--- src/design/bfir_pkg.sv ---
// bfir_pkg: constants, register and action codes, and shared types for the
// block FIR filter. No dependencies; every other file in this folder imports it.

package bfir_pkg;

  localparam int MAX_TAPS    = 63;
  localparam int SAMPLE_BITS = 16;
  localparam int COEF_BITS   = 16;
  localparam int COEF_FRAC   = 15;

  localparam int TAP_BITS   = $clog2(MAX_TAPS + 1);
  localparam int COEF_AW    = $clog2(MAX_TAPS);
  localparam int RING_AW    = $clog2(MAX_TAPS);
  localparam int RING_DEPTH = 2 ** RING_AW;

  // tap after spectral inversion spans -(2^15 - 1) .. 2^16
  localparam int H_BITS    = COEF_BITS + 2;
  localparam int PROD_BITS = H_BITS + SAMPLE_BITS;
  localparam int ACC_BITS  = PROD_BITS + TAP_BITS;

  localparam logic signed [H_BITS-1:0] H_ONE = H_BITS'(1 << COEF_FRAC);

  // configuration port
  localparam int CFG_IDX_BITS = 1;
  localparam int CFG_BITS     = TAP_BITS;

  localparam logic [CFG_IDX_BITS-1:0] CFG_TAP_COUNT = 1'b0;
  localparam logic [CFG_IDX_BITS-1:0] CFG_HIGHPASS  = 1'b1;

  localparam logic [TAP_BITS-1:0] TAP_COUNT_RST = TAP_BITS'(MAX_TAPS);

  // input item actions
  localparam logic ACT_FILTER = 1'b0;
  localparam logic ACT_LOAD   = 1'b1;

  // one tap read, passed from the read stage into the MAC pipeline
  typedef struct packed {
    logic vld;
    logic centre;
    logic highpass;
    logic smp_vld;
  } mac_ctl_t;

endpackage

--- src/design/bfir_if.sv ---
// bfir_in_if / bfir_out_if: valid/ready channels of the block FIR filter.
// Depends on bfir_pkg for field widths.

interface bfir_in_if import bfir_pkg::*; ();
  logic                          valid;
  logic                          ready;
  logic                          action;
  logic signed [SAMPLE_BITS-1:0] sample_in;
  logic [TAP_BITS-1:0]           coef_index;
  logic signed [COEF_BITS-1:0]   coef_value;
  logic                          block_end;

  modport source (output valid, action, sample_in, coef_index, coef_value, block_end,
                  input ready);
  modport sink   (input valid, action, sample_in, coef_index, coef_value, block_end,
                  output ready);
endinterface

interface bfir_out_if import bfir_pkg::*; ();
  logic                          valid;
  logic                          ready;
  logic signed [SAMPLE_BITS-1:0] sample_out;
  logic                          run_last;

  modport source (output valid, sample_out, run_last, input ready);
  modport sink   (input valid, sample_out, run_last, output ready);
endinterface

--- src/design/bfir_mac.sv ---
// bfir_mac: shared multiply-accumulate pipeline (tap forming, multiply, add).
// Depends on bfir_pkg; fed one tap per cycle by block_fir_filter.

module bfir_mac import bfir_pkg::*; (
  input  logic                        clk_i,
  input  logic                        rst_ni,
  input  logic                        clr_i,
  input  mac_ctl_t                    ctl_i,
  input  logic signed [COEF_BITS-1:0] coef_i,
  input  logic signed [SAMPLE_BITS-1:0] smp_i,
  output logic                        busy_o,
  output logic signed [ACC_BITS-1:0]  acc_o
);

  logic signed [H_BITS-1:0]      coef_ext;
  logic signed [H_BITS-1:0]      one_c;
  logic signed [H_BITS-1:0]      h_d, h_q;
  logic signed [SAMPLE_BITS-1:0] x_d, x_q;
  logic signed [PROD_BITS-1:0]   prod_d, prod_q;
  logic signed [ACC_BITS-1:0]    acc_q;
  logic                          s2_vld_q, s3_vld_q;

  // high-pass: negate every tap, add 1.0 at the centre tap
  always_comb begin
    coef_ext = H_BITS'(coef_i);
    one_c    = ctl_i.centre ? H_ONE : '0;
    h_d      = ctl_i.highpass ? (one_c - coef_ext) : coef_ext;
    x_d      = ctl_i.smp_vld ? smp_i : '0;
  end

  assign prod_d = PROD_BITS'(h_q) * PROD_BITS'(x_q);

  always_ff @(posedge clk_i or negedge rst_ni) begin
    if (!rst_ni) begin
      s2_vld_q <= 1'b0;
      s3_vld_q <= 1'b0;
    end else begin
      s2_vld_q <= ctl_i.vld;
      s3_vld_q <= s2_vld_q;
    end
  end

  always_ff @(posedge clk_i) begin
    h_q    <= h_d;
    x_q    <= x_d;
    prod_q <= prod_d;
    if (clr_i) begin
      acc_q <= '0;
    end else if (s3_vld_q) begin
      acc_q <= acc_q + ACC_BITS'(prod_q);
    end
  end

  assign busy_o = s2_vld_q | s3_vld_q;
  assign acc_o  = acc_q;

endmodule

--- src/design/block_fir_filter.sv ---
// block_fir_filter: block-wise direct-form FIR with tail flush and high-pass mode.
// Depends on bfir_pkg, bfir_in_if / bfir_out_if and bfir_mac.
//
//   channel   dir  transfer when        carries
//   in_i      in   valid & ready        action, sample_in, coef_index, coef_value, block_end
//   out_o     out  valid & ready        sample_out, run_last
//   cfg       in   cfg_we_i             cfg_idx_i, cfg_wdata_i (tap_count, highpass_mode)
//
// A coefficient load leaves the block idle. For a sample, and again for each tail
// result of a block end, one MAC walks the taps in use, one per cycle, followed
// by a three-stage drain of the MAC pipeline.
// Input ready is high only while idle; the result register holds while out_o stalls,
// and a finished result waits for it before the next tail starts.
// Reset leaves the delay line empty (per-entry valid bits); coefficients need loading.

module block_fir_filter import bfir_pkg::*; (
  input  logic                    clk_i,
  input  logic                    rst_ni,
  input  logic                    cfg_we_i,
  input  logic [CFG_IDX_BITS-1:0] cfg_idx_i,
  input  logic [CFG_BITS-1:0]     cfg_wdata_i,
  bfir_in_if.sink                 in_i,
  bfir_out_if.source              out_o
);

  localparam logic [1:0] S_IDLE  = 2'd0;
  localparam logic [1:0] S_RUN   = 2'd1;
  localparam logic [1:0] S_DRAIN = 2'd2;
  localparam logic [1:0] S_OUT   = 2'd3;

  localparam logic signed [ACC_BITS-1:0] SAT_MAX = ACC_BITS'((1 << (SAMPLE_BITS - 1)) - 1);
  localparam logic signed [ACC_BITS-1:0] SAT_MIN = -SAT_MAX - ACC_BITS'(1);
  localparam logic signed [ACC_BITS-1:0] RND_HALF = ACC_BITS'(1 << (COEF_FRAC - 1));

  // configuration
  logic [TAP_BITS-1:0] tap_count_q;
  logic                highpass_q;
  logic [TAP_BITS-1:0] taps;
  logic [TAP_BITS-1:0] centre_idx;

  // sequencer
  logic [1:0]            state_q, state_d;
  logic [TAP_BITS-1:0]   tap_idx_q, tap_idx_d;
  logic [TAP_BITS-1:0]   tails_q, tails_d;
  logic                  blk_end_q, blk_end_d;
  logic [RING_AW-1:0]    wp_q, wp_d;
  logic [RING_DEPTH-1:0] ring_vld_q, ring_vld_d;
  logic                  in_acc, issue, ring_we, mac_clr, out_load;

  // memories and read stage
  logic signed [COEF_BITS-1:0]   coef_mem [MAX_TAPS];
  logic signed [SAMPLE_BITS-1:0] ring_mem [RING_DEPTH];
  logic signed [COEF_BITS-1:0]   rd_coef_q;
  logic signed [SAMPLE_BITS-1:0] rd_smp_q;
  logic [RING_AW-1:0]            rd_addr;
  mac_ctl_t                      rd_ctl_q;

  // MAC and result
  logic                          mac_busy;
  logic signed [ACC_BITS-1:0]    mac_acc;
  logic signed [ACC_BITS-1:0]    rnd, shr;
  logic signed [SAMPLE_BITS-1:0] res;
  logic                          out_valid_q, out_valid_d;
  logic signed [SAMPLE_BITS-1:0] out_sample_q;
  logic                          out_last_q;

  always_ff @(posedge clk_i or negedge rst_ni) begin
    if (!rst_ni) begin
      tap_count_q <= TAP_COUNT_RST;
      highpass_q  <= 1'b0;
    end else if (cfg_we_i) begin
      case (cfg_idx_i)
        CFG_TAP_COUNT: tap_count_q <= cfg_wdata_i;
        CFG_HIGHPASS:  highpass_q  <= cfg_wdata_i[0];
        default: ;
      endcase
    end
  end

  always_comb begin
    if (tap_count_q == '0) begin
      taps = TAP_BITS'(1);
    end else if (tap_count_q > TAP_BITS'(MAX_TAPS)) begin
      taps = TAP_BITS'(MAX_TAPS);
    end else begin
      taps = tap_count_q;
    end
    centre_idx = (taps - TAP_BITS'(1)) >> 1;
  end

  assign in_acc      = in_i.valid & in_i.ready;
  assign in_i.ready  = (state_q == S_IDLE);
  assign rd_addr     = wp_q - tap_idx_q[RING_AW-1:0];

  always_comb begin
    state_d     = state_q;
    tap_idx_d   = tap_idx_q;
    tails_d     = tails_q;
    blk_end_d   = blk_end_q;
    wp_d        = wp_q;
    ring_vld_d  = ring_vld_q;
    out_valid_d = out_valid_q & ~out_o.ready;
    issue       = 1'b0;
    ring_we     = 1'b0;
    mac_clr     = 1'b0;
    out_load    = 1'b0;
    case (state_q)
      S_IDLE: begin
        if (in_acc && in_i.action == ACT_FILTER) begin
          wp_d             = wp_q + RING_AW'(1);
          ring_we          = 1'b1;
          ring_vld_d[wp_d] = 1'b1;
          tap_idx_d        = '0;
          tails_d          = in_i.block_end ? (taps - TAP_BITS'(1)) : '0;
          blk_end_d        = in_i.block_end;
          mac_clr          = 1'b1;
          state_d          = S_RUN;
        end
      end
      S_RUN: begin
        issue     = 1'b1;
        tap_idx_d = tap_idx_q + TAP_BITS'(1);
        if (tap_idx_q == taps - TAP_BITS'(1)) begin
          state_d = S_DRAIN;
        end
      end
      S_DRAIN: begin
        if (!rd_ctl_q.vld && !mac_busy) begin
          state_d = S_OUT;
        end
      end
      S_OUT: begin
        if (!out_valid_q || out_o.ready) begin
          out_load    = 1'b1;
          out_valid_d = 1'b1;
          if (tails_q != '0) begin
            // tail output: shift a zero in
            tails_d          = tails_q - TAP_BITS'(1);
            wp_d             = wp_q + RING_AW'(1);
            ring_vld_d[wp_d] = 1'b0;
            tap_idx_d        = '0;
            mac_clr          = 1'b1;
            state_d          = S_RUN;
          end else begin
            if (blk_end_q) begin
              ring_vld_d = '0;
            end
            state_d = S_IDLE;
          end
        end
      end
      default: state_d = S_IDLE;
    endcase
  end

  always_ff @(posedge clk_i or negedge rst_ni) begin
    if (!rst_ni) begin
      state_q     <= S_IDLE;
      tap_idx_q   <= '0;
      tails_q     <= '0;
      blk_end_q   <= 1'b0;
      wp_q        <= '0;
      ring_vld_q  <= '0;
      out_valid_q <= 1'b0;
      rd_ctl_q    <= '0;
    end else begin
      state_q           <= state_d;
      tap_idx_q         <= tap_idx_d;
      tails_q           <= tails_d;
      blk_end_q         <= blk_end_d;
      wp_q              <= wp_d;
      ring_vld_q        <= ring_vld_d;
      out_valid_q       <= out_valid_d;
      rd_ctl_q.vld      <= issue;
      rd_ctl_q.centre   <= (tap_idx_q == centre_idx);
      rd_ctl_q.highpass <= highpass_q;
      rd_ctl_q.smp_vld  <= ring_vld_q[rd_addr];
    end
  end

  always_ff @(posedge clk_i) begin
    if (in_acc && in_i.action == ACT_LOAD && in_i.coef_index < TAP_BITS'(MAX_TAPS)) begin
      coef_mem[in_i.coef_index[COEF_AW-1:0]] <= in_i.coef_value;
    end
    if (issue) begin
      rd_coef_q <= coef_mem[tap_idx_q[COEF_AW-1:0]];
    end
  end

  always_ff @(posedge clk_i) begin
    if (ring_we) begin
      ring_mem[wp_d] <= in_i.sample_in;
    end
    if (issue) begin
      rd_smp_q <= ring_mem[rd_addr];
    end
  end

  bfir_mac u_bfir_mac (
    .clk_i  (clk_i),
    .rst_ni (rst_ni),
    .clr_i  (mac_clr),
    .ctl_i  (rd_ctl_q),
    .coef_i (rd_coef_q),
    .smp_i  (rd_smp_q),
    .busy_o (mac_busy),
    .acc_o  (mac_acc)
  );

  // round half up to Q1.15, then saturate
  always_comb begin
    rnd = mac_acc + RND_HALF;
    shr = rnd >>> COEF_FRAC;
    if (shr > SAT_MAX) begin
      res = SAMPLE_BITS'(SAT_MAX);
    end else if (shr < SAT_MIN) begin
      res = SAMPLE_BITS'(SAT_MIN);
    end else begin
      res = SAMPLE_BITS'(shr);
    end
  end

  always_ff @(posedge clk_i) begin
    if (out_load) begin
      out_sample_q <= res;
      out_last_q   <= blk_end_q & (tails_q == '0);
    end
  end

  assign out_o.valid      = out_valid_q;
  assign out_o.sample_out = out_sample_q;
  assign out_o.run_last   = out_last_q;

endmodule

--- src/flat_wrapper.sv ---
// flat-port wrapper written by rule: the top's interface ports become plain ports
module block_fir_filter_flat import bfir_pkg::*;
  (clk_i, rst_ni, cfg_we_i, cfg_idx_i, cfg_wdata_i, in_i_valid, in_i_action, in_i_sample_in, in_i_coef_index, in_i_coef_value, in_i_block_end, in_i_ready, out_o_valid, out_o_sample_out, out_o_run_last, out_o_ready);
  bfir_in_if in_i_i ();
  bfir_out_if out_o_i ();
  input  logic clk_i;
  input  logic rst_ni;
  input  logic cfg_we_i;
  input  logic [CFG_IDX_BITS-1:0] cfg_idx_i;
  input  logic [CFG_BITS-1:0] cfg_wdata_i;
  input wire logic [$bits(in_i_i.valid)-1:0] in_i_valid;
  input wire logic [$bits(in_i_i.action)-1:0] in_i_action;
  input wire logic [$bits(in_i_i.sample_in)-1:0] in_i_sample_in;
  input wire logic [$bits(in_i_i.coef_index)-1:0] in_i_coef_index;
  input wire logic [$bits(in_i_i.coef_value)-1:0] in_i_coef_value;
  input wire logic [$bits(in_i_i.block_end)-1:0] in_i_block_end;
  output wire logic [$bits(in_i_i.ready)-1:0] in_i_ready;
  output wire logic [$bits(out_o_i.valid)-1:0] out_o_valid;
  output wire logic [$bits(out_o_i.sample_out)-1:0] out_o_sample_out;
  output wire logic [$bits(out_o_i.run_last)-1:0] out_o_run_last;
  input wire logic [$bits(out_o_i.ready)-1:0] out_o_ready;
  assign in_i_i.valid = in_i_valid;
  assign in_i_i.action = in_i_action;
  assign in_i_i.sample_in = in_i_sample_in;
  assign in_i_i.coef_index = in_i_coef_index;
  assign in_i_i.coef_value = in_i_coef_value;
  assign in_i_i.block_end = in_i_block_end;
  assign in_i_ready = in_i_i.ready;
  assign out_o_valid = out_o_i.valid;
  assign out_o_sample_out = out_o_i.sample_out;
  assign out_o_run_last = out_o_i.run_last;
  assign out_o_i.ready = out_o_ready;
  block_fir_filter u_core (.clk_i(clk_i), .rst_ni(rst_ni), .cfg_we_i(cfg_we_i), .cfg_idx_i(cfg_idx_i), .cfg_wdata_i(cfg_wdata_i), .in_i(in_i_i), .out_o(out_o_i));
endmodule
--- config.mk ---
export PLATFORM = sky130hd
export DESIGN_NAME = block_fir_filter_flat
export DESIGN_NICKNAME = d
export VERILOG_FILES = /design/src/design/bfir_pkg.sv /design/src/design/bfir_if.sv /design/src/design/bfir_mac.sv /design/src/design/block_fir_filter.sv /design/src/flat_wrapper.sv
export SDC_FILE = /design/constraint.sdc
export NUM_CORES = 2
export LEC_CHECK = 0
export ABC_AREA = 1
export BUFFER_PORTS_ARGS = -buffer_cell sky130_fd_sc_hd__buf_4
export CAP_MARGIN = 0
export CORE_MARGIN = 2
export CORE_UTILIZATION = 45
export CTS_CLUSTER_DIAMETER = 80
export DETAILED_ROUTE_END_ITERATION = 10
export HOLD_SLACK_MARGIN = 0.06
export SYNTH_ARGS = -nofsm -noshare
export SYNTH_HDL_FRONTEND = slang
export SYNTH_SLANG_ARGS = --single-unit
--- constraint.sdc ---
create_clock -name clk_i -period 7.1 [get_ports clk_i]
set_input_delay 1.42 -clock clk_i [delete_from_list [all_inputs] [get_ports clk_i]]
set_output_delay 1.42 -clock clk_i [all_outputs]
set_load 0.03 [all_outputs]
==> Word level (Yosys, flattened, before mapping) <==
Memory sizes are Yosys's and may differ from the RTL's. A register that Yosys moved wholly into a read port is not among the register bits.
Index checks and enable logic that the tools add are counted.
{ "totals": {"regBits": 224, "ram_bits": 2032, "input_bits": 52, "output_inout_bits": 19, "elab_cells": 129, "memories": 2} }
{ "memory_table": {"columns": ["memory", "depth", "width", "read_ports", "rd_ports_with_merged_regs", "write_ports", "line_no", "source"], "rows": [
  ["u_core.ring_mem", 64, 16, 1, 1, 1, "block_fir_filter.sv:52", "logic signed [SAMPLE_BITS-1:0] ring_mem [RING_DEPTH];"],
  ["u_core.coef_mem", 63, 16, 1, 1, 1, "block_fir_filter.sv:51", "logic signed [COEF_BITS-1:0] coef_mem [MAX_TAPS];"]
]} }
{ "op_classes": {"addsub": 8, "n_mul": 1, "magnitude_cmp": 7, "n_eq_ne": 11, "n_mux": 47, "bitwise": 10, "n_reduce_logical": 22} }
{ "ops": {"columns": ["cell", "count"], "rows": [
  ["$mux 64", 4],
  ["$pmux 64 s2", 1],
  ["$mux 6", 12],
  ["$and 64x64->64", 1],
  ["$not 64->64", 1],
  ["$or 64x64->64", 1],
  ["$add 40x16->40 const B", 1],
  ["$add 40x34->40", 1],
  ["$mul 18x16->34", 1],
  ["$mux 16", 2],
  ["$gt 25x16->1 const B", 1],
  ["$lt 25x16->1 const B", 1],
  ["$pmux 6 s2", 2],
  ["$mux 18", 1],
  ["$pmux 6 s3", 1],
  ["$sub 17x16->18", 1],
  ["$mux 1", 16],
  ["$reduce_and 4->1", 4],
  ["$lt 6x7->1 const B", 2],
  ["$add 6x1->6 const B", 2],
  ["$logic_not 6->1", 2],
  ["$sub 6x1->6 const B", 2],
  ["$mux 2", 4],
  ["$ne 2x1->1 const B", 4],
  ["25 further kinds", 38]
]} }

==> Depth between registers and ports, before layout <==
{ "logic_depth": {"ltp_word": 10, "mapped_depth": 29, "mapped_depth_nobuf": 27} }

==> Cells and area by module <==
Synthesis repeated with hierarchy kept, for this count alone.
{ "unflattened": {"cells_unflattened": 9473, "hier_area_um2": 106114.3} }
{ "by_module_without_submodules": {"columns": ["mod", "n_inst", "cells_each", "area_each_um2", "seq_area_each_um2"], "rows": [
  ["block_fir_filter", 1, 6984, 88134.5, 64924.8],
  ["bfir_mac", 1, 2489, 17979.7, 2212.1]
]} }

==> Worst setup path before layout <==
OpenSTA, ideal clock, no wires.
{ "synth_path": {"path_type": "reg2reg", "startpoint": "register u_core.u_bfir_mac.h_q[17]", "endpoint": "register u_core.u_bfir_mac.prod_q[33]", "setup_ns": 0.112, "arrival_ns": 5.557, "required_time_ns": 6.988, "slack_ns": 1.431, "path_stages_with_launch": 23, "period_less_slack_ns": 5.669, "path_cell_list": "dfxtp_1 > clkbuf_1 > nand2_1 > inv_1 > fa_1 > fa_1 > inv_1 > fa_1 > fa_1 > fa_1 > fa_1 > inv_1 > ha_1 > nand2_1 > inv_1 > nand3_1 > nor3_1 > inv_1 > or2_2 > nand2_1 > a21oi_1 > nand3_1 > nand2_1"} }
{ "synth_via": {"elab_chain_cells": 1} }
{ "synth_lines": {"columns": ["element", "line_no", "source"], "rows": [
  ["start, declared", "bfir_mac.sv:17", "logic signed [H_BITS-1:0] h_d, h_q;"],
  ["start signal, assigned", "bfir_mac.sv:44", "h_q <= h_d;"],
  ["$mul 18x16->34", "bfir_mac.sv:31", "assign prod_d = PROD_BITS'(h_q) * PROD_BITS'(x_q);"],
  ["via u_core.u_bfir_mac.prod_d[33]", "bfir_mac.sv:19", "logic signed [PROD_BITS-1:0] prod_d, prod_q;"],
  ["end signal, assigned", "bfir_mac.sv:46", "prod_q <= prod_d;"],
  ["end, declared", "bfir_mac.sv:19", null]
]} }
The timed path passes the listed nets, and every way through them passes these cells.
A chain may end at the register's enable or synchronous reset.

==> Final worst setup path <==
{ "layout_path": {"startpoint": "register u_core.u_bfir_mac.x_q[15]", "endpoint": "register u_core.u_bfir_mac.prod_q[29]"} }
{ "layout_via": {"elab_chain_cells": 1} }
{ "layout_lines": {"columns": ["element", "line_no", "source"], "rows": [
  ["start, declared", "bfir_mac.sv:18", "logic signed [SAMPLE_BITS-1:0] x_d, x_q;"],
  ["start signal, assigned", "bfir_mac.sv:45", "x_q <= x_d;"],
  ["$mul 18x16->34", "bfir_mac.sv:31", null],
  ["via u_core.u_bfir_mac.prod_d[29]", "bfir_mac.sv:19", null]
]} }
The timed path passes the listed nets, and every way through them passes these cells.

==> impl_metrics.yaml <==
drt:
  drcViolationCount: 0
  viasPerCell: 5.71
  drtAntennaViolNets: 0
  wire_per_inst_um: 23.2
  drt_iter0_markers: 7704
  dr.pass1.iters: 6
  finalWirelength_um: 294000
  dr_total_vias: 72400
clock_network:
  cts_tree: "built"
  cts_buffers: 233
  post_cts_buffers: 0
  cts_resized: 0
  clock-sinks: 2288
  ctsHoldBuffers: 0
  cts-root-buf: "clkbuf_16"
  max-clock-path-buffers: 3
  htreeDepth: 4
  insertion_delay_ns: 0.91
  clk_pin_slew_ns: 0.06
die:
  io_pins: 71
  row_count: 177
  die_h_um: 489
  core_um2: 233000
  die_x_um: 489
  dieArea_um2: 239000
  initial_core_util_pct: 45.3
synth:
  ys.warnings.count: 0
  ys_seq_area_share_pct: 63.5
  synth.top_cell.area_share_pct: 59.2
  avgSynthCellArea_um2: 11.3
  synth_ff_type: "edfxtp_1"
  syn_area_um2: 106000
  synth_nets: 9866
  synth_cell_types: 58
  synth_edf_count: 2081
  synth.area.top_cells: "edfxtp_1, o21ai_0, fa_1, nor2_1, nand2_1"
  ys_ff_latch: 2288
  synthesis.instances: 9380
  yosys.area.top_type: "edfxtp_1"
  async_flop_share_pct: 4.33
status:
  outcome: "completed"
sta:
  tightest_slew_ns: 1.10
  drv_slew: 0
  min_period_over_period_pct: 86.0
  rsz0062_at_grt: "no"
  period_minus_slack_ns: 6.11
  relSlewSlack_pct: 26.7
  setup_tns_ns: 0
  hold_viol: 0
  skew_ns: 0.0810
  final-setup-viol-count: 0
  max_freq_mhz: 164
placed_design:
  placed_cells_incl_taps: 12200
  hpwl_um: 174000
  io_buffers: 70
  gp_congestion: 0.903
global_route:
  grt_max_degree: 213
  antenna_found_initial: 5
  grt_usage_pct: 24.4
  grt_pass1_wl_um: 442000
  grt_overflow_total: 0
  grt_pass1_vias: 70100
finish:
  fillers: 20500
  multi_input_area_um2: 33200
  final_cell_mix: "edfxtp_1, nor2_1, o21ai_0"
  drive_gt1_share_pct: 7.44
  utilization_pct: 50.3
  area_delta_synth_final_pct: 11.0
  final_cells: 12700
  ff_latch_area_um2: 67200
  final_common_cell: "edfxtp_1"
  finalNetCount: 9818
worst_setup_path:
  critical_path_class: "reg2reg"
  crit_path_end_kind: "flop"
  required_ns: 7.90
  path_max_fanout: 19
  start_kind: "flop"
  arrival_ns: 6.91
run:
  maxCapViolations: 0
min_path:
  hold_class: "reg2reg"
registers in the layout (all words and copies together) (netlist names):
register,count
u_core.blk_end_q,1
u_core.coef_mem,1008
u_core.highpass_q,1
u_core.out_o.run_last,1
u_core.out_o.sample_out,16
u_core.out_o.valid,1
u_core.rd_coef_q,16
u_core.rd_ctl_q,4
u_core.rd_smp_q,16
u_core.ring_mem,1024
u_core.ring_vld_q,64
u_core.state_q,2
u_core.tails_q,6
u_core.tap_count_q,6
u_core.tap_idx_q,6
u_core.u_bfir_mac.acc_o,40
u_core.u_bfir_mac.h_q,18
u_core.u_bfir_mac.prod_q,34
u_core.u_bfir_mac.s2_vld_q,1
u_core.u_bfir_mac.s3_vld_q,1
u_core.u_bfir_mac.x_q,16
u_core.wp_q,6
layer usage:
layer  wire [um]  part of all wire (%)  up-vias  global-route usage [%]
met3       23600                   8.0      387                    3.86
met4        7360                   2.5        2                    6.70
met2      136000                    46     2911                    38.6
met5          12                0.0041        -                       0
li1            -                     -    32800                       -
met1      127000                    43    36300                    35.1
Yosys cell counts (4+ instances only):
cell	instances
a211oi_1	4
a21o_1	9
a21oi_1	224
a31oi_1	9
buf_1	31
buf_2	126
clkbuf_1	390
clkinv_1	6
dfrtp_1	93
dfstp_2	6
dfxtp_1	108
edfxtp_1	2081
fa_1	292
ha_1	142
inv_1	819
inv_2	20
nand2_1	1051
nand2_2	11
nand3_1	434
nand3_2	4
nand4_1	61
nor2_1	1502
nor2_2	9
nor2_4	4
nor3_1	37
nor3_2	4
nor4_1	4
o211ai_1	75
o21ai_0	1186
o21ai_1	34
o21ai_4	4
o21bai_1	13
o221ai_1	310
o22ai_1	151
or2_2	9
xnor2_1	26
xor2_1	61
stage by stage:
step	hold WS [ns]	worst slack, ns	instance area, um2
2_1_floorplan	0.348	1.43	106000
3_3_place_gp	0.358	0.977	110000
3_5_place_dp	0.360	0.966	110000
4_1_cts	0.383	1.02	117000
5_1_grt	0.389	0.567	117000
6_report	0.384	0.991	117000
cells by family after synthesis:
kind of cell / share of synthesized area (%)
AOI/OAI and AO/OA: 11.3
xor gates and xnor gates: 0.737
adders and majority gates: 7.21
buffers and inverters: 5.12
DFF: 63.5
and+or+nand+nor: 12.0
critical path, cell delays in order, from the launching register on:
cell,delay (ns)
dfxtp_1,0.31
clkinv_1,0.54
or2_2,0.54
fa_1,0.45
fa_1,0.49
inv_1,0.05
fa_1,0.52
fa_1,0.45
fa_1,0.49
inv_1,0.05
fa_1,0.47
inv_1,0.04
ha_1,0.34
nand2_1,0.09
inv_1,0.09
nand2_1,0.07
nor2_1,0.27
nand4_1,0.16
nand3_1,0.18
nand2_1,0.09
nand2_1,0.10
nand2_1,0.08
nand3_1,0.07
nand2_1,0.06
final cells by class:
type | count | area share, %
Sequential cell | 2288 | 57.3
Clock buffer | 276 | 5.15
Timing Repair Buffer | 266 | 1.82
Clock inverter | 156 | 1.40
Antenna cell | 6 | 0.0128
Multi-Input combinational cell | 5697 | 28.3
Inverter | 846 | 2.74
Tap cell | 3132 | 3.34
final timing paths:
check | startpoint | to | slack, ns | depth (start not counted)
setup / recovery | u_core.u_bfir_mac.x_q[15] | u_core.u_bfir_mac.prod_q[29] | 0.99 | 23
hold / removal | u_core.u_bfir_mac.s2_vld_q | u_core.u_bfir_mac.s3_vld_q | 0.38 | 0
setup reg to reg | u_core.u_bfir_mac.x_q[15] | u_core.u_bfir_mac.prod_q[29] | 0.99 | 23
hold reg to reg | u_core.u_bfir_mac.s2_vld_q | u_core.u_bfir_mac.s3_vld_q | 0.38 | 0
max in group asynchronous | rst_ni | u_core.tap_idx_q[1] | 5.20 | 2
min in group asynchronous | rst_ni | u_core.ring_vld_q[27] | 0.47 | 1
Power is left out: the tool's default activity adds up to more than one toggle a clock period on the data nets, which glitch-free logic cannot reach.
